### config.mk
export PLATFORM = sky130hd
export DESIGN_NAME = serial_frame_to_controller_report_flat
export DESIGN_NICKNAME = d
export VERILOG_FILES = /design/src/sfcr_pkg.sv /design/src/sfcr_if.sv /design/src/sfcr_payload_ram.sv /design/src/sfcr_deframer.sv /design/src/sfcr_report.sv /design/src/serial_frame_to_controller_report.sv /design/src/flat_wrapper.sv
export VERILOG_INCLUDE_DIRS = /design/src /design/src/src
export SDC_FILE = /design/constraint.sdc
export NUM_CORES = 1
export LEC_CHECK = 0
export ABC_AREA = 1
export BUFFER_PORTS_ARGS = -buffer_cell sky130_fd_sc_hd__buf_2
export CORE_AREA = 2 2 163 229
export CTS_BUF_LIST = sky130_fd_sc_hd__clkbuf_8
export DETAILED_ROUTE_END_ITERATION = 10
export DIE_AREA = 0 0 165 231
export PLACE_DENSITY = 0.71
export RECOVER_POWER = 25
export SLEW_MARGIN = 20
export SYNTH_ARGS = -nofsm -noshare
export SYNTH_HDL_FRONTEND = slang
export SYNTH_SLANG_ARGS = --single-unit
### constraint.sdc
create_clock -name clk -period 5.3 [get_ports clk]
set_input_delay 0 -clock clk [delete_from_list [all_inputs] [get_ports clk]]
set_output_delay 0 -clock clk [all_outputs]
set_load 0.02 [all_outputs]
### src/serial_frame_to_controller_report_defines.svh
// Assertion helpers shared by the frame report RTL.
`ifndef SERIAL_FRAME_TO_CONTROLLER_REPORT_DEFINES_SVH
`define SERIAL_FRAME_TO_CONTROLLER_REPORT_DEFINES_SVH

// Property checked at every clock edge outside reset.
`define SFCR_ASSERT(name, prop, msg) \
  name: assert property (@(posedge clk) disable iff (!rst_n) (prop)) \
    else $error(msg);

// Property checked in the cycle after a trigger, outside reset.
`define SFCR_ASSERT_NEXT(name, trig, prop, msg) \
  name: assert property (@(posedge clk) disable iff (!rst_n) (trig) |=> (prop)) \
    else $error(msg);

`endif

### src/sfcr_pkg.sv
package sfcr_pkg;

  localparam int MAX_PAYLOAD = 16;
  localparam int POS_W       = $clog2(MAX_PAYLOAD + 1);
  localparam int RAM_ROWS    = (MAX_PAYLOAD + 7) / 8;
  localparam int RAM_AW      = (RAM_ROWS > 1) ? $clog2(RAM_ROWS) : 1;

  localparam logic [POS_W-1:0] MAX_POS      = POS_W'(MAX_PAYLOAD);
  localparam logic [7:0]       MAX_LEN_BYTE = 8'(MAX_PAYLOAD);

  localparam logic [7:0] SYNC_FIRST  = 8'hAA;
  localparam logic [7:0] SYNC_SECOND = 8'h55;
  localparam logic [7:0] TAG_ACK2    = 8'h93;
  localparam logic [7:0] TAG_ACK8    = 8'h92;
  localparam logic [7:0] TAG_CTRL    = 8'hA1;

  localparam logic [POS_W-1:0] LEN_ACK2 = POS_W'(3);
  localparam logic [POS_W-1:0] LEN_ACK8 = POS_W'(9);
  localparam logic [POS_W-1:0] LEN_CTRL = POS_W'(6);

  localparam logic [7:0] BTN_BAD_MASK = 8'hF0;
  localparam logic [3:0] OPT_MASK     = 4'hC;

  localparam logic [3:0]  CONFIRM_RESET = 4'd3;
  localparam logic [9:0]  LEVER_RESET   = 10'd350;
  localparam logic [9:0]  LEVER_BASE    = 10'd100;
  localparam logic [16:0] LEVER_ROUND   = 17'd127;
  // 32897 / 2^23 is 1/255 closely enough for an exact quotient of every
  // x*500 + 127 with x a byte (remainders there never exceed 252)
  localparam logic [32:0] RECIP_255     = 33'd32897;
  localparam int          RECIP_SHIFT   = 23;

  localparam logic [2:0] FS_USED    = 3'd0;
  localparam logic [2:0] FS_UNUSED  = 3'd1;
  localparam logic [2:0] FS_CSUM    = 3'd2;
  localparam logic [2:0] FS_BADLEN  = 3'd3;
  localparam logic [2:0] FS_BADBTN  = 3'd4;
  localparam logic [2:0] FS_ACKHELD = 3'd5;

  localparam logic [1:0] KIND_NONE = 2'd0;
  localparam logic [1:0] KIND_CTRL = 2'd1;
  localparam logic [1:0] KIND_ACK8 = 2'd2;
  localparam logic [1:0] KIND_ACK2 = 2'd3;

  typedef enum logic [2:0] {
    DF_SYNC1,
    DF_SYNC2,
    DF_LEN,
    DF_DATA,
    DF_SUM
  } df_state_t;

  typedef struct packed {
    logic             take;
    logic             fin;
    logic             bad_len;
    logic             bad_sum;
    logic [POS_W-1:0] len;
  } frm_evt_t;

  typedef struct packed {
    logic [2:0]  frame_status;
    logic [1:0]  host_report_kind;
    logic [63:0] host_payload;
    logic        game_report_updated;
    logic [7:0]  game_buttons_low;
    logic [7:0]  game_buttons_high;
    logic [9:0]  lever_value;
    logic [7:0]  raw_high_buttons;
    logic [15:0] valid_frame_count;
    logic [15:0] invalid_frame_count;
  } out_item_t;

endpackage

### src/sfcr_if.sv
interface sfcr_in_if;
  logic       valid;
  logic       ready;
  logic       mode;
  logic [7:0] data_byte;

  modport source (output valid, output mode, output data_byte, input ready);
  modport sink (input valid, input mode, input data_byte, output ready);
endinterface

interface sfcr_out_if;
  logic        valid;
  logic        ready;
  logic [2:0]  frame_status;
  logic [1:0]  host_report_kind;
  logic [63:0] host_payload;
  logic        game_report_updated;
  logic [7:0]  game_buttons_low;
  logic [7:0]  game_buttons_high;
  logic [9:0]  lever_value;
  logic [7:0]  raw_high_buttons;
  logic [15:0] valid_frame_count;
  logic [15:0] invalid_frame_count;

  modport source (
    output valid, output frame_status, output host_report_kind, output host_payload,
    output game_report_updated, output game_buttons_low, output game_buttons_high,
    output lever_value, output raw_high_buttons, output valid_frame_count,
    output invalid_frame_count, input ready
  );
  modport sink (
    input valid, input frame_status, input host_report_kind, input host_payload,
    input game_report_updated, input game_buttons_low, input game_buttons_high,
    input lever_value, input raw_high_buttons, input valid_frame_count,
    input invalid_frame_count, output ready
  );
endinterface

### src/sfcr_payload_ram.sv
// Payload store: rows of eight byte lanes, one byte written per cycle.
// Rows 0 and 1 are read every cycle; the read register sees a write of the
// same cycle, so a frame's last byte is visible at the next transfer.
module sfcr_payload_ram (
  input  logic                      clk,
  input  logic                      we,
  input  logic [sfcr_pkg::POS_W-1:0] addr,
  input  logic [7:0]                wdata,
  output logic [63:0]               row0_q,
  output logic [63:0]               row1_q
);

  logic [63:0] mem_r [sfcr_pkg::RAM_ROWS];
  logic [63:0] row0_r, row1_r;
  logic [63:0] row0_nxt, row1_nxt;
  logic [sfcr_pkg::RAM_AW-1:0] row;
  logic [2:0] lane;

  assign row  = addr[3 +: sfcr_pkg::RAM_AW];
  assign lane = addr[2:0];

  always_comb begin
    row0_nxt = mem_r[0];
    row1_nxt = mem_r[1];
    if (we && row == sfcr_pkg::RAM_AW'(0)) begin
      row0_nxt[{lane, 3'b000} +: 8] = wdata;
    end
    if (we && row == sfcr_pkg::RAM_AW'(1)) begin
      row1_nxt[{lane, 3'b000} +: 8] = wdata;
    end
  end

  always_ff @(posedge clk) begin
    if (we) begin
      mem_r[row][{lane, 3'b000} +: 8] <= wdata;
    end
    row0_r <= row0_nxt;
    row1_r <= row1_nxt;
  end

  assign row0_q = row0_r;
  assign row1_q = row1_r;

endmodule

### src/sfcr_deframer.sv
`include "serial_frame_to_controller_report_defines.svh"

module sfcr_deframer (
  input  logic                       clk,
  input  logic                       rst_n,
  input  logic                       acc,
  input  logic                       mode,
  input  logic [7:0]                 data_byte,
  output logic                       ram_we,
  output logic [sfcr_pkg::POS_W-1:0] ram_addr,
  output logic [7:0]                 ram_wdata,
  output sfcr_pkg::frm_evt_t         evt
);

  sfcr_pkg::df_state_t state_r, state_nxt, resync;
  logic [sfcr_pkg::POS_W-1:0] len_r, len_nxt;
  logic [sfcr_pkg::POS_W-1:0] pos_r, pos_nxt;
  logic [7:0] xor_r, xor_nxt;

  always_ff @(posedge clk) begin
    if (!rst_n) begin
      state_r <= sfcr_pkg::DF_SYNC1;
      len_r   <= '0;
      pos_r   <= '0;
      xor_r   <= '0;
    end else begin
      state_r <= state_nxt;
      len_r   <= len_nxt;
      pos_r   <= pos_nxt;
      xor_r   <= xor_nxt;
    end
  end

  // a rejected byte that is itself the first sync byte (AA) starts the next frame
  assign resync = (data_byte == sfcr_pkg::SYNC_FIRST) ? sfcr_pkg::DF_SYNC2
                                                      : sfcr_pkg::DF_SYNC1;

  always_comb begin
    state_nxt = state_r;
    len_nxt   = len_r;
    pos_nxt   = pos_r;
    xor_nxt   = xor_r;
    ram_we    = 1'b0;
    ram_addr  = pos_r;
    ram_wdata = data_byte;
    evt       = '0;
    evt.len   = len_r;
    if (acc && mode) begin
      evt.take = 1'b1;
    end else if (acc) begin
      case (state_r)
        sfcr_pkg::DF_SYNC1: begin
          if (data_byte == sfcr_pkg::SYNC_FIRST) state_nxt = sfcr_pkg::DF_SYNC2;
        end
        sfcr_pkg::DF_SYNC2: begin
          if (data_byte == sfcr_pkg::SYNC_SECOND) begin
            state_nxt = sfcr_pkg::DF_LEN;
          end else if (data_byte != sfcr_pkg::SYNC_FIRST) begin
            state_nxt = sfcr_pkg::DF_SYNC1;
          end
        end
        sfcr_pkg::DF_LEN: begin
          if (data_byte == 8'd0 || data_byte > sfcr_pkg::MAX_LEN_BYTE) begin
            evt.fin     = 1'b1;
            evt.bad_len = 1'b1;
            state_nxt   = resync;
          end else begin
            len_nxt   = data_byte[sfcr_pkg::POS_W-1:0];
            pos_nxt   = '0;
            xor_nxt   = '0;
            state_nxt = sfcr_pkg::DF_DATA;
          end
        end
        sfcr_pkg::DF_DATA: begin
          ram_we  = (pos_r < sfcr_pkg::MAX_POS);
          pos_nxt = pos_r + 1'b1;
          xor_nxt = xor_r ^ data_byte;
          if (pos_nxt == len_r) state_nxt = sfcr_pkg::DF_SUM;
        end
        sfcr_pkg::DF_SUM: begin
          evt.fin = 1'b1;
          if (data_byte != xor_r) begin
            evt.bad_sum = 1'b1;
            state_nxt   = resync;
          end else begin
            state_nxt = sfcr_pkg::DF_SYNC1;
          end
        end
        default: state_nxt = sfcr_pkg::DF_SYNC1;
      endcase
    end
  end

  `SFCR_ASSERT(a_data_pos, state_r == sfcr_pkg::DF_DATA |-> pos_r < len_r, "data position past length")
  `SFCR_ASSERT(a_sum_pos, state_r == sfcr_pkg::DF_SUM |-> pos_r == len_r && len_r != '0, "checksum state with short frame")
  `SFCR_ASSERT_NEXT(a_badlen_sync, evt.bad_len, state_r == sfcr_pkg::DF_SYNC1 || state_r == sfcr_pkg::DF_SYNC2, "bad length did not resync")

endmodule

### src/sfcr_report.sv
`include "serial_frame_to_controller_report_defines.svh"

module sfcr_report (
  input  logic                    clk,
  input  logic                    rst_n,
  input  logic                    acc,
  input  sfcr_pkg::frm_evt_t      evt,
  input  logic [63:0]             row0,
  input  logic [63:0]             row1,
  input  logic                    cfg_we,
  input  logic [3:0]              cfg_wdata,
  input  logic                    out_ready,
  output logic                    out_valid,
  output sfcr_pkg::out_item_t     out_item
);

  logic [3:0]  cfm_r;
  logic [15:0] good_r, good_nxt, bad_r, bad_nxt;
  logic        pend_r, pend_nxt;
  logic [1:0]  held_r, held_nxt;
  logic [3:0]  cand_r, cand_nxt, mcnt_r, mcnt_nxt, pub_r, pub_nxt;
  logic [7:0]  glow_r, glow_nxt, ghigh_r, ghigh_nxt, graw_r, graw_nxt;
  logic [9:0]  glever_r, glever_nxt;
  logic        out_valid_r, out_valid_nxt;
  sfcr_pkg::out_item_t out_r, out_nxt;

  logic [7:0]  tag, b2, b3, b5;
  logic [63:0] bytes;
  logic [3:0]  opt, o_cand, o_cnt, o_pub;
  logic [16:0] lv_v;
  logic [32:0] lv_p;
  logic [9:0]  lever_new;
  logic        fin, good_frame, is_ctrl, is_ack2, is_ack8, bad_btn, ack_held;
  logic [2:0]  status;
  logic [1:0]  kind;
  logic [63:0] payload;
  logic        refresh;

  assign tag   = row0[7:0];
  assign b2    = row0[23:16];
  assign b3    = row0[31:24];
  assign b5    = row0[47:40];
  assign bytes = {row1[7:0], row0[63:8]};

  assign fin        = acc && evt.fin;
  assign good_frame = fin && !evt.bad_len && !evt.bad_sum;
  assign is_ctrl    = evt.len == sfcr_pkg::LEN_CTRL && tag == sfcr_pkg::TAG_CTRL;
  assign is_ack2    = evt.len == sfcr_pkg::LEN_ACK2 && tag == sfcr_pkg::TAG_ACK2;
  assign is_ack8    = evt.len == sfcr_pkg::LEN_ACK8 && tag == sfcr_pkg::TAG_ACK8;
  assign bad_btn    = is_ctrl && ((b3 & sfcr_pkg::BTN_BAD_MASK) != 8'd0);
  assign ack_held   = pend_r && (held_r == sfcr_pkg::KIND_ACK8 ||
                                 held_r == sfcr_pkg::KIND_ACK2);

  // lever: 100 + (x*500 + 127) / 255, x*500 as shift-adds
  assign lv_v = {b5, 9'b0} - {6'b0, b5, 3'b0} - {7'b0, b5, 2'b0} + sfcr_pkg::LEVER_ROUND;
  assign lv_p = {16'b0, lv_v} * sfcr_pkg::RECIP_255;
  assign lever_new = sfcr_pkg::LEVER_BASE + lv_p[sfcr_pkg::RECIP_SHIFT +: 10];

  assign opt = b3[3:0] & sfcr_pkg::OPT_MASK;

  always_comb begin
    o_cand = cand_r;
    o_cnt  = mcnt_r;
    o_pub  = pub_r;
    if (opt != cand_r) begin
      o_cand = opt;
      o_cnt  = 4'd1;
    end else if (mcnt_r < cfm_r) begin
      o_cnt = mcnt_r + 4'd1;
    end
    if (o_cnt >= cfm_r) o_pub = o_cand;
  end

  always_comb begin
    status  = sfcr_pkg::FS_USED;
    kind    = sfcr_pkg::KIND_NONE;
    payload = '0;
    refresh = 1'b0;
    if (evt.bad_len) begin
      status = sfcr_pkg::FS_BADLEN;
    end else if (evt.bad_sum) begin
      status = sfcr_pkg::FS_CSUM;
    end else if (bad_btn) begin
      status = sfcr_pkg::FS_BADBTN;
    end else if (is_ack2) begin
      kind    = sfcr_pkg::KIND_ACK2;
      payload = {48'b0, bytes[15:0]};
    end else if (is_ack8) begin
      kind    = sfcr_pkg::KIND_ACK8;
      payload = bytes;
    end else if (!is_ctrl) begin
      status = sfcr_pkg::FS_UNUSED;
    end else if (ack_held) begin
      status = sfcr_pkg::FS_ACKHELD;
    end else begin
      kind    = sfcr_pkg::KIND_CTRL;
      payload = {24'b0, bytes[39:0]};
      refresh = 1'b1;
    end
  end

  always_comb begin
    good_nxt   = good_r;
    bad_nxt    = bad_r;
    pend_nxt   = pend_r;
    held_nxt   = held_r;
    cand_nxt   = cand_r;
    mcnt_nxt   = mcnt_r;
    pub_nxt    = pub_r;
    glow_nxt   = glow_r;
    ghigh_nxt  = ghigh_r;
    glever_nxt = glever_r;
    graw_nxt   = graw_r;
    if (acc && evt.take) pend_nxt = 1'b0;
    if (fin) begin
      if (good_frame && !bad_btn) begin
        if (good_r != 16'hFFFF) good_nxt = good_r + 16'd1;
      end else if (bad_r != 16'hFFFF) begin
        bad_nxt = bad_r + 16'd1;
      end
      if (good_frame && kind != sfcr_pkg::KIND_NONE) begin
        pend_nxt = 1'b1;
        held_nxt = kind;
      end
      if (good_frame && refresh) begin
        cand_nxt   = o_cand;
        mcnt_nxt   = o_cnt;
        pub_nxt    = o_pub;
        glow_nxt   = {2'b00, b2[0], b2[1], b2[2], b2[3], b2[4], b2[5]};
        ghigh_nxt  = {b3[0], b3[1], b2[6], b2[7], o_pub[2], o_pub[3], 2'b00};
        glever_nxt = lever_new;
        graw_nxt   = b3;
      end
    end
  end

  always_comb begin
    out_nxt                     = out_r;
    out_valid_nxt               = out_valid_r && !out_ready;
    if (fin) begin
      out_valid_nxt                  = 1'b1;
      out_nxt.frame_status           = status;
      out_nxt.host_report_kind       = good_frame ? kind : sfcr_pkg::KIND_NONE;
      out_nxt.host_payload           = good_frame ? payload : 64'd0;
      out_nxt.game_report_updated    = good_frame && refresh;
      out_nxt.game_buttons_low       = glow_nxt;
      out_nxt.game_buttons_high      = ghigh_nxt;
      out_nxt.lever_value            = glever_nxt;
      out_nxt.raw_high_buttons       = graw_nxt;
      out_nxt.valid_frame_count      = good_nxt;
      out_nxt.invalid_frame_count    = bad_nxt;
    end
  end

  always_ff @(posedge clk) begin
    if (!rst_n) begin
      cfm_r       <= sfcr_pkg::CONFIRM_RESET;
      good_r      <= '0;
      bad_r       <= '0;
      pend_r      <= 1'b1;
      held_r      <= sfcr_pkg::KIND_CTRL;
      cand_r      <= '0;
      mcnt_r      <= '0;
      pub_r       <= '0;
      glow_r      <= '0;
      ghigh_r     <= '0;
      glever_r    <= sfcr_pkg::LEVER_RESET;
      graw_r      <= '0;
      out_valid_r <= 1'b0;
    end else begin
      if (cfg_we) cfm_r <= cfg_wdata;
      good_r      <= good_nxt;
      bad_r       <= bad_nxt;
      pend_r      <= pend_nxt;
      held_r      <= held_nxt;
      cand_r      <= cand_nxt;
      mcnt_r      <= mcnt_nxt;
      pub_r       <= pub_nxt;
      glow_r      <= glow_nxt;
      ghigh_r     <= ghigh_nxt;
      glever_r    <= glever_nxt;
      graw_r      <= graw_nxt;
      out_valid_r <= out_valid_nxt;
    end
  end

  always_ff @(posedge clk) begin
    out_r <= out_nxt;
  end

  assign out_valid = out_valid_r;
  assign out_item  = out_r;

  `SFCR_ASSERT(a_upd_ctrl, out_valid_r && out_r.game_report_updated |-> out_r.host_report_kind == sfcr_pkg::KIND_CTRL && out_r.frame_status == sfcr_pkg::FS_USED, "game update without controller report")
  `SFCR_ASSERT(a_none_zero, out_valid_r && out_r.host_report_kind == sfcr_pkg::KIND_NONE |-> out_r.host_payload == 64'd0, "payload on unchanged host report")
  `SFCR_ASSERT(a_cnt_mono, $past(rst_n) |-> good_r >= $past(good_r) && bad_r >= $past(bad_r), "frame count went down")
  `SFCR_ASSERT_NEXT(a_take_clear, acc && evt.take, !pend_r, "host take left report pending")

endmodule

### src/serial_frame_to_controller_report.sv
// Serial frame deframer with controller report builder.
// in_ch carries one transfer per received serial byte (mode 0) or a
// "host took the pending report" notice (mode 1). Frames are AA 55 LEN
// PAYLOAD[LEN] XOR with LEN 1..16; the deframer resyncs on AA.
// out_ch carries one result per frame end: an accepted frame, a checksum
// error or a bad length. The result is registered and is valid the cycle
// after the transfer of the checksum or length byte; other bytes give none.
// Throughput is one byte per cycle unless out_ch stalls: the state sits in
// flops and a 2-row payload RAM whose registered read forwards the byte written
// alongside. When the receiver stalls, the output register holds its result and
// in_ch.ready stays low until out_ch takes it.
// cfg_we/cfg_wdata set confirm_frames, the number of equal controller
// frames needed before test/service bits are published.
// Synchronous reset (rst_n low): deframer waits for AA, counts are zero,
// lever reads 350, confirm_frames is 3, the host report counts as pending.
// No clearing pass: payload bytes are always written before they are read.
module serial_frame_to_controller_report (
  input  logic              clk,
  input  logic              rst_n,
  sfcr_in_if.sink           in_ch,
  sfcr_out_if.source        out_ch,
  input  logic              cfg_we,
  input  logic [3:0]        cfg_wdata
);

  logic                       acc;
  logic                       ram_we;
  logic [sfcr_pkg::POS_W-1:0] ram_addr;
  logic [7:0]                 ram_wdata;
  logic [63:0]                row0, row1;
  sfcr_pkg::frm_evt_t         evt;
  logic                       rpt_valid;
  sfcr_pkg::out_item_t        rpt_item;

  assign in_ch.ready = !rpt_valid || out_ch.ready;
  assign acc         = in_ch.valid && in_ch.ready;

  sfcr_deframer u_deframer (
    .clk       (clk),
    .rst_n     (rst_n),
    .acc       (acc),
    .mode      (in_ch.mode),
    .data_byte (in_ch.data_byte),
    .ram_we    (ram_we),
    .ram_addr  (ram_addr),
    .ram_wdata (ram_wdata),
    .evt       (evt)
  );

  sfcr_payload_ram u_ram (
    .clk    (clk),
    .we     (ram_we),
    .addr   (ram_addr),
    .wdata  (ram_wdata),
    .row0_q (row0),
    .row1_q (row1)
  );

  sfcr_report u_report (
    .clk       (clk),
    .rst_n     (rst_n),
    .acc       (acc),
    .evt       (evt),
    .row0      (row0),
    .row1      (row1),
    .cfg_we    (cfg_we),
    .cfg_wdata (cfg_wdata),
    .out_ready (out_ch.ready),
    .out_valid (rpt_valid),
    .out_item  (rpt_item)
  );

  assign out_ch.valid               = rpt_valid;
  assign out_ch.frame_status        = rpt_item.frame_status;
  assign out_ch.host_report_kind    = rpt_item.host_report_kind;
  assign out_ch.host_payload        = rpt_item.host_payload;
  assign out_ch.game_report_updated = rpt_item.game_report_updated;
  assign out_ch.game_buttons_low    = rpt_item.game_buttons_low;
  assign out_ch.game_buttons_high   = rpt_item.game_buttons_high;
  assign out_ch.lever_value         = rpt_item.lever_value;
  assign out_ch.raw_high_buttons    = rpt_item.raw_high_buttons;
  assign out_ch.valid_frame_count   = rpt_item.valid_frame_count;
  assign out_ch.invalid_frame_count = rpt_item.invalid_frame_count;

endmodule
### src/flat_wrapper.sv
// flat-port wrapper written by rule: the top's interface ports become plain ports
module serial_frame_to_controller_report_flat 
  (clk, rst_n, cfg_we, cfg_wdata, in_ch_valid, in_ch_mode, in_ch_data_byte, in_ch_ready, out_ch_valid, out_ch_frame_status, out_ch_host_report_kind, out_ch_host_payload, out_ch_game_report_updated, out_ch_game_buttons_low, out_ch_game_buttons_high, out_ch_lever_value, out_ch_raw_high_buttons, out_ch_valid_frame_count, out_ch_invalid_frame_count, out_ch_ready);
  sfcr_in_if in_ch_i ();
  sfcr_out_if out_ch_i ();
  input  logic clk;
  input  logic rst_n;
  input  logic cfg_we;
  input  logic [3:0] cfg_wdata;
  input wire logic [$bits(in_ch_i.valid)-1:0] in_ch_valid;
  input wire logic [$bits(in_ch_i.mode)-1:0] in_ch_mode;
  input wire logic [$bits(in_ch_i.data_byte)-1:0] in_ch_data_byte;
  output wire logic [$bits(in_ch_i.ready)-1:0] in_ch_ready;
  output wire logic [$bits(out_ch_i.valid)-1:0] out_ch_valid;
  output wire logic [$bits(out_ch_i.frame_status)-1:0] out_ch_frame_status;
  output wire logic [$bits(out_ch_i.host_report_kind)-1:0] out_ch_host_report_kind;
  output wire logic [$bits(out_ch_i.host_payload)-1:0] out_ch_host_payload;
  output wire logic [$bits(out_ch_i.game_report_updated)-1:0] out_ch_game_report_updated;
  output wire logic [$bits(out_ch_i.game_buttons_low)-1:0] out_ch_game_buttons_low;
  output wire logic [$bits(out_ch_i.game_buttons_high)-1:0] out_ch_game_buttons_high;
  output wire logic [$bits(out_ch_i.lever_value)-1:0] out_ch_lever_value;
  output wire logic [$bits(out_ch_i.raw_high_buttons)-1:0] out_ch_raw_high_buttons;
  output wire logic [$bits(out_ch_i.valid_frame_count)-1:0] out_ch_valid_frame_count;
  output wire logic [$bits(out_ch_i.invalid_frame_count)-1:0] out_ch_invalid_frame_count;
  input wire logic [$bits(out_ch_i.ready)-1:0] out_ch_ready;
  assign in_ch_i.valid = in_ch_valid;
  assign in_ch_i.mode = in_ch_mode;
  assign in_ch_i.data_byte = in_ch_data_byte;
  assign in_ch_ready = in_ch_i.ready;
  assign out_ch_valid = out_ch_i.valid;
  assign out_ch_frame_status = out_ch_i.frame_status;
  assign out_ch_host_report_kind = out_ch_i.host_report_kind;
  assign out_ch_host_payload = out_ch_i.host_payload;
  assign out_ch_game_report_updated = out_ch_i.game_report_updated;
  assign out_ch_game_buttons_low = out_ch_i.game_buttons_low;
  assign out_ch_game_buttons_high = out_ch_i.game_buttons_high;
  assign out_ch_lever_value = out_ch_i.lever_value;
  assign out_ch_raw_high_buttons = out_ch_i.raw_high_buttons;
  assign out_ch_valid_frame_count = out_ch_i.valid_frame_count;
  assign out_ch_invalid_frame_count = out_ch_i.invalid_frame_count;
  assign out_ch_i.ready = out_ch_ready;
  serial_frame_to_controller_report u_core (.clk(clk), .rst_n(rst_n), .in_ch(in_ch_i), .out_ch(out_ch_i), .cfg_we(cfg_we), .cfg_wdata(cfg_wdata));
endmodule
---- Word level (Yosys, flattened, before mapping) ----
Memories as Yosys holds them, arrays and structs flattened.
Index checks and enable logic that the tools add are counted.
W data, S select, Z words.
storage, ports and cells
  flip-flop bits (word level) ............. 315
  latch bits .............................. 0
  memory bits (writable) .................. 128
  ROM bits ................................ 0
  logic and storage cells ................. 192
  memories kept ........................... 1
memory list
  memory              words  width  rd ports  clocked after memory_dff  wr ports  RTL line                RTL
  u_core.u_ram.mem_r  2      64     2         0                         1         sfcr_payload_ram.sv:13  logic [63:0] mem_r [sfcr_pkg::RAM_ROWS];
operators by class
  add/sub/neg operators ................... 9
  multipliers ............................. 1
  div/mod/pow operators ................... 0
  magnitude comparators ................... 4
  eq/ne operators ......................... 24
  shift-type cells ........................ 2
  mux-type cells .......................... 75
  bitwise logic cells ..................... 5
  reduce and logical (&&, ||, !) cells .... 39
operator list
  kind                      count
  $mux W64                  3
  $bwmux W64                2
  $mux W16                  7
  $mux W40                  2
  $mux W8                   8
  $shift A8 B8 Y64 const A  1
  $shiftx A8 B8 Y64         1
  $mul A17 B16 Y33 const B  1
  $mux W3                   11
  $add A16 B1 Y16 const B   2
  $eq A8 B8 Y1 const B      4
  $ne A16 B16 Y1 const B    2
  $mux W1                   24
  $mux W10                  2
  $add A17 B7 Y17 const B   1
  $logic_and A1 B1 Y1       17
  $sub A17 B10 Y17          1
  $sub A17 B11 Y17          1
  $mux W4                   4
  $pmux W8 S2               1
  $pmux W3 S5               1
  $mux W2                   7
  $add A7 B10 Y10 const A   1
  $pmux W5 S2               1
  38 further kinds          54

---- Logic depth before layout (Yosys ltp) ----
  depth after elaboration ................. 14
  gate-level depth with buffers ........... 39
  depth with buffers taken out ............ 39

---- Hierarchy ----
Synthesis repeated with hierarchy kept, for this count alone.
unflattened totals
  cells, all modules ...................... 2,301
  area total of the unflattened synthesis .. 21,628.2 um^2
modules (own cells, without submodules)
  module                             instances  cells each  area an instance (um^2)  sequential area each (um^2)
  sfcr_report                        1          1,291       11,329.6                 5,745.5
  sfcr_payload_ram                   1          759         8,807.2                  6,406.1
  sfcr_deframer                      1          247         1,471.4                  420.4
  serial_frame_to_controller_report  1          4           20.0                     0.0

---- Worst setup path before layout ----
Ideal clock, no wire load.
  path type ............................... reg-to-reg
  start point ............................. register u_core.u_report.out_valid_r (netlist: u_core.u_report.out_valid)
  end point ............................... register u_core.u_report.bad_r[10]
  library setup time ...................... 0.079 ns
  arrival ................................. 5.764 ns
  required time ........................... 5.221 ns
  slack ................................... -0.543 ns
  cell stages (with the launch flop) ...... 15
  path buffers ............................ 1
  cell sequence ........................... dfxtp_1 -> inv_1 -> nor2_1 -> inv_2 -> nand2_1 -> nor2_4 -> inv_1 -> nor2_1 -> nand2_2 -> inv_2 -> nor2_4 -> inv_1 -> clkbuf_1 -> nand2_1 -> a21oi_1
between the ends
  cells in the longest elaborated chain, start to end .. 11
  elaborated cells on any way between the ends .. 14
  classes of those cells .................. mux (4); reduce/logical (10)
ends and longest elaborated chain
  item                                                   RTL line                                  RTL
  from (decl)                                            sfcr_report.sv:24                         logic out_valid_r, out_valid_nxt;
  from (signal assigned)                                 sfcr_report.sv:183                        out_valid_r <= out_valid_nxt;
  $logic_not A1 Y1 *                                     serial_frame_to_controller_report.sv:35   assign in_ch.ready = !rpt_valid || out_ch.ready;
  $logic_or A1 B1 Y1 *                                   serial_frame_to_controller_report.sv:35
  via in_ch_ready                                        flat_wrapper.sv:13                        output wire logic [$bits(in_ch_i.ready)-1:0] in_ch_ready;
  $logic_and A1 B1 Y1 *                                  serial_frame_to_controller_report.sv:36   assign acc = in_ch.valid && in_ch.ready;
  $mux W3 / $logic_and A1 B1 Y1 (equally long branches)  sfcr_deframer.sv:50, sfcr_deframer.sv:48
  $mux W3                                                sfcr_deframer.sv:48                       if (acc && mode) begin
  $logic_and A1 B1 Y1 *                                  sfcr_report.sv:45                         assign fin = acc && evt.fin;
  via u_core.u_report.fin                                sfcr_report.sv:33                         logic fin, good_frame, is_ctrl, is_ack2, is_ack8, bad_btn, ack_held;
  $logic_and A1 B1 Y1 (2 in a row)                       sfcr_report.sv:46                         assign good_frame = fin && !evt.bad_len && !evt.bad_sum;
  $logic_and A1 B1 Y1                                    sfcr_report.sv:116                        if (good_frame && !bad_btn) begin
  $mux W16                                               sfcr_report.sv:116
  $mux W16 *                                             sfcr_report.sv:115                        if (fin) begin
  to (signal assigned)                                   sfcr_report.sv:173                        bad_r <= bad_nxt;
  to (decl)                                              sfcr_report.sv:18                         logic [15:0] good_r, good_nxt, bad_r, bad_nxt;
Mark *: on every way through the listed nets, which the timed path passes. The rest lies on a longest branch.
A chain may end at the register's enable or synchronous reset.

---- Final worst setup path ----
  start point ............................. register u_core.u_ram.row0_r[44] (netlist: u_core.u_ram.row0_q[44])
  end point ............................... register u_core.u_report.out_r (netlist bit u_core.u_report.out_item[49]) (data pin)
between the ends
  cells in the longest elaborated chain, start to end .. 7
ends and longest elaborated chain
  item                               RTL line                RTL
  from (decl)                        sfcr_payload_ram.sv:14  logic [63:0] row0_r, row1_r;
  from (signal assigned)             sfcr_payload_ram.sv:37  row0_r <= row0_nxt;
  $sub A17 B11 Y17                   sfcr_report.sv:55       assign lv_v = {b5, 9'b0} - {6'b0, b5, 3'b0} - {7'b0, b5, 2'b0} + sfcr_pkg::LEVER_ROUND;
  $sub A17 B10 Y17 *                 sfcr_report.sv:55
  $add A17 B7 Y17 *                  sfcr_report.sv:55
  $mul A17 B16 Y33 *                 sfcr_report.sv:56       assign lv_p = {16'b0, lv_v} * sfcr_pkg::RECIP_255;
  $add A7 B10 Y10 *                  sfcr_report.sv:57       assign lever_new = sfcr_pkg::LEVER_BASE + lv_p[sfcr_pkg::RECIP_SHIFT +: 10];
  $mux W10 *                         sfcr_report.sv:125      if (good_frame && refresh) begin
  $mux W10 *                         sfcr_report.sv:115
  via u_core.u_report.glever_nxt[9]  sfcr_report.sv:23       logic [9:0] glever_r, glever_nxt;
  to (signal assigned)               sfcr_report.sv:188      out_r <= out_nxt;
  to (decl)                          sfcr_report.sv:25       sfcr_pkg::out_item_t out_r, out_nxt;
Marks and branches as above.

==> metrics.txt <==
layout cells sized above 1 17.8%; Initial Util 49.4%; CTS root buffer clkbuf_8; post-route cell area 21500 um2; slew margin rel. -19.7%; Internal 4.52 mW; IO buf count 155; clock slew seen by the registers of the worst setup and hold paths 0.07 ns; routed via count 13.7k; HPWL after DPL 31000 um; clk buf depth 3; worst vdd ir 0.223 mV; Final setup viols 0; Placed Instances 2498; vias in the first global route 13.5k; RSZ-0062 raised after global routing yes; synthesized instance count 1863; setup_tns 0 ns; P&R area growth vs syn 20.2%; status finished, violations left; Syn Area/Cell 9.62 um2; violated checks max-capacitance violations, max-slew violations; worst hold path class in2reg; clock share of power 43.8%; Final period util 96.0%; drt drc 0; fraction of registers with async set or reset after synthesis 0%; CORE AREA 36200 um2; Crit path largest cell delay 0.35 ns; I/O Pins 156; grt ovf 0; Layout Skew 0.0254 ns; routability cong. 0.911; Startpoint Class flip-flop; Slowest-stage cell, CP ha_1; Die Wd 165 um; yosys warns 0; post-route non-filler standard cell count 2633; Layout Nets 2226; worst hold slack 0.234 ns; FP Rows 83; WP data required 5.66 ns; vias per inst 5.20; fillers 3107; Comb pwr share 1.7%; Worst EP arrival 5.45 ns; Synth Net Count 1971; sequential element share of the synthesized area 54.5%; final WL 44100 um; DR pass1 iterations 5; initial antenna violation count 0; worst setup path class reg2reg; drt first-iter violations 923; CTS tree done; WL/cell 16.8 um; Hold Fails Final Rpt 0; Synth Register Bits 384; PwrDens 265 nW/um2; switching portion of total power 20.9%; Worst-Skew Late Latency 0.61 ns; static leakage 8.63 nW; die area 38100 um2; first-pass GRT wire length 68500 um; largest net degree at the start of global routing 96; worst-margin pin slew 1.78 ns; CP endpoint kind flip-flop; Die Ht 231 um; Final min period 5.09 ns; CP Max Fanout 5; fmax 0.197 GHz; Post-synth EDFFs 208; Post-Syn Area 17900 um2; GRT Util Overall 22.9%; Routed Antenna Nets 0; Post-DP Area 19500 um2; Seq pwr share 54.5%; CTS Buf Count 55; Design Power 5.71 mW; prevailing post-synth register cell edfxtp_1; switching pwr 1.19 mW; CTS H-tree lvls 2; fin. max-slew vios 38; Max-Cap Viols 2; Synth cell types 60; CTS sink cnt 384
## final timing paths
path	end	cells past startpoint	startpoint	slack [ns]
min	u_core.u_report.cfm_r[1]	3	cfg_we	0.23
max reg2reg	u_core.u_report.out_item[49]	31	u_core.u_ram.row0_q[44]	0.21
min reg2reg	u_core.u_report.graw_r[7]	2	u_core.u_report.graw_r[7]	0.45
max	u_core.u_report.out_item[49]	31	u_core.u_ram.row0_q[44]	0.21
## stage by stage
step           setup slack, ns  utilization, %
2_1_floorplan            0.113               -
3_3_place_gp            -0.100            53.8
3_5_place_dp            -0.195            53.8
4_1_cts                0.00124            58.4
5_1_grt                -0.0708            59.4
6_report                 0.214            59.4
## synth_stat cells (3+ instances only)
library cell	number	area share (%)
a211oi_1	9	0.38
a21o_1	4	0.17
a21oi_1	79	2.2
buf_2	9	0.25
buf_6	4	0.25
clkbuf_1	30	0.63
clkinv_1	6	0.13
dfxtp_1	176	20
edfxtp_1	208	35
ha_1	89	6.2
inv_1	211	4.4
inv_2	17	0.36
mux2_1	7	0.44
mux2_2	44	2.8
nand2_1	331	6.9
nand2_2	12	0.42
nand3_1	67	1.9
nand3b_1	3	0.13
nand4_1	22	0.77
nor2_1	230	4.8
nor2_2	11	0.38
nor2_4	15	0.94
nor2_8	7	0.78
nor3_1	61	1.7
nor3b_1	17	0.71
nor4_1	10	0.35
o211a_1	5	0.28
o21ai_0	86	2.4
o21ai_1	4	0.11
or2_2	4	0.14
xnor2_1	12	0.59
xor2_1	31	1.5
xor2_2	4	0.36
## worst max-delay path: cells and delay by family, from the launching register on
kind	cells	cell delay [ns]
buffers and inverters	4	0.25
AO/OA/AOI/OAI	1	0.14
adder cells (fa/ha/maj)	7	1.98
flip-flops	1	0.34
AND/OR/NAND/NOR	18	1.95
XOR/XNOR	1	0.19
## kinds of logic (layout without fill, tap and decap cells)
| group | after synthesis | count (layout) | share of synthesized area (%) |
|---|---|---|---|
| XOR/XNOR | 49 | 49 | 2.65 |
| flip-flops | 384 | 384 | 54.5 |
| other | 0 | 1 | 0 |
| multiplexers | 51 | 51 | 3.21 |
| buffers and inverters | 282 | 584 | 6.24 |
| AO/OA/AOI/OAI | 203 | 203 | 6.22 |
| AND/OR/NAND/NOR | 804 | 804 | 20.8 |
| adder cells (fa/ha/maj) | 90 | 90 | 6.33 |
## per-layer routing
layer | vias up | wire length, um | share of wire [%] | GRT usage [%]
li1 | 6721 | - | - | -
met1 | 6468 | 17300 | 39 | 26.7
met2 | 379 | 23000 | 52 | 41.4
met3 | 124 | 1720 | 3.9 | 2.96
met4 | 0 | 2120 | 4.8 | 10.2
met5 | - | 0 | 0 | 0
## what timing repair did
item | CTS | global route
pin swaps | 8 | 45
hold endpoints to repair | 87 | 0
hold buffers | 26 | 0
resized for setup | 24 | 94
setup endpoints to repair | 12 | 16
buffers inserted | 0 | 5
## state kept, by name, summed over array words and instances, names as in the netlist, 10 cells and up
name,flops
u_core.u_report.bad_r,16
u_core.u_ram.mem_r,72
u_core.u_report.glever_r,10
u_core.u_report.good_r,16
u_core.u_ram.row0_q,64
u_core.u_report.out_item,136
## layout make-up
type	count	area, um2	area share (%)
flip-flops and latches	384	9770	45.4
multi-input cells	1197	7750	36.0
repair buffers	245	1340	6.23
inverters	235	890	4.13
clock buffers	62	853	3.96
well taps	467	584	2.71
clock inverters	42	348	1.61
diodes	1	2.50	0.0116
## placed cells by master (no fill, tap or decap), types with 15 or more instances in the layout
cell / instances
inv_2: 25
inv_1: 220
nor2_4: 20
buf_2: 16
edfxtp_1: 208
nand3_1: 63
a21oi_1: 69
nand4_1: 22
clkbuf_1: 139
nor2_1: 221
mux2_2: 44
xor2_1: 28
nand2_1: 315
nor3_1: 59
nor3b_1: 17
dlygate4sd3_1: 26
ha_1: 50
buf_4: 64
nand2_2: 26
o21ai_0: 83
dfxtp_1: 174
nor2_2: 15
ha_4: 38
clkbuf_8: 62
## power groups by stage
| stage | Sequential, mW | Combinational [mW] | Clock (mW) |
|---|---|---|---|
| 2_1_floorplan | 3.18 | 0.0483 | 0 |
| 3_5_place_dp | 3.18 | 0.0824 | 0 |
| 5_1_grt | 3.11 | 0.105 | 2.69 |
| 3_3_place_gp | 3.18 | 0.0816 | 0 |
| 6_report | 3.11 | 0.0981 | 2.50 |
| 4_1_cts | 3.11 | 0.0984 | 2.56 |
(Power assumes the default switching activity.)
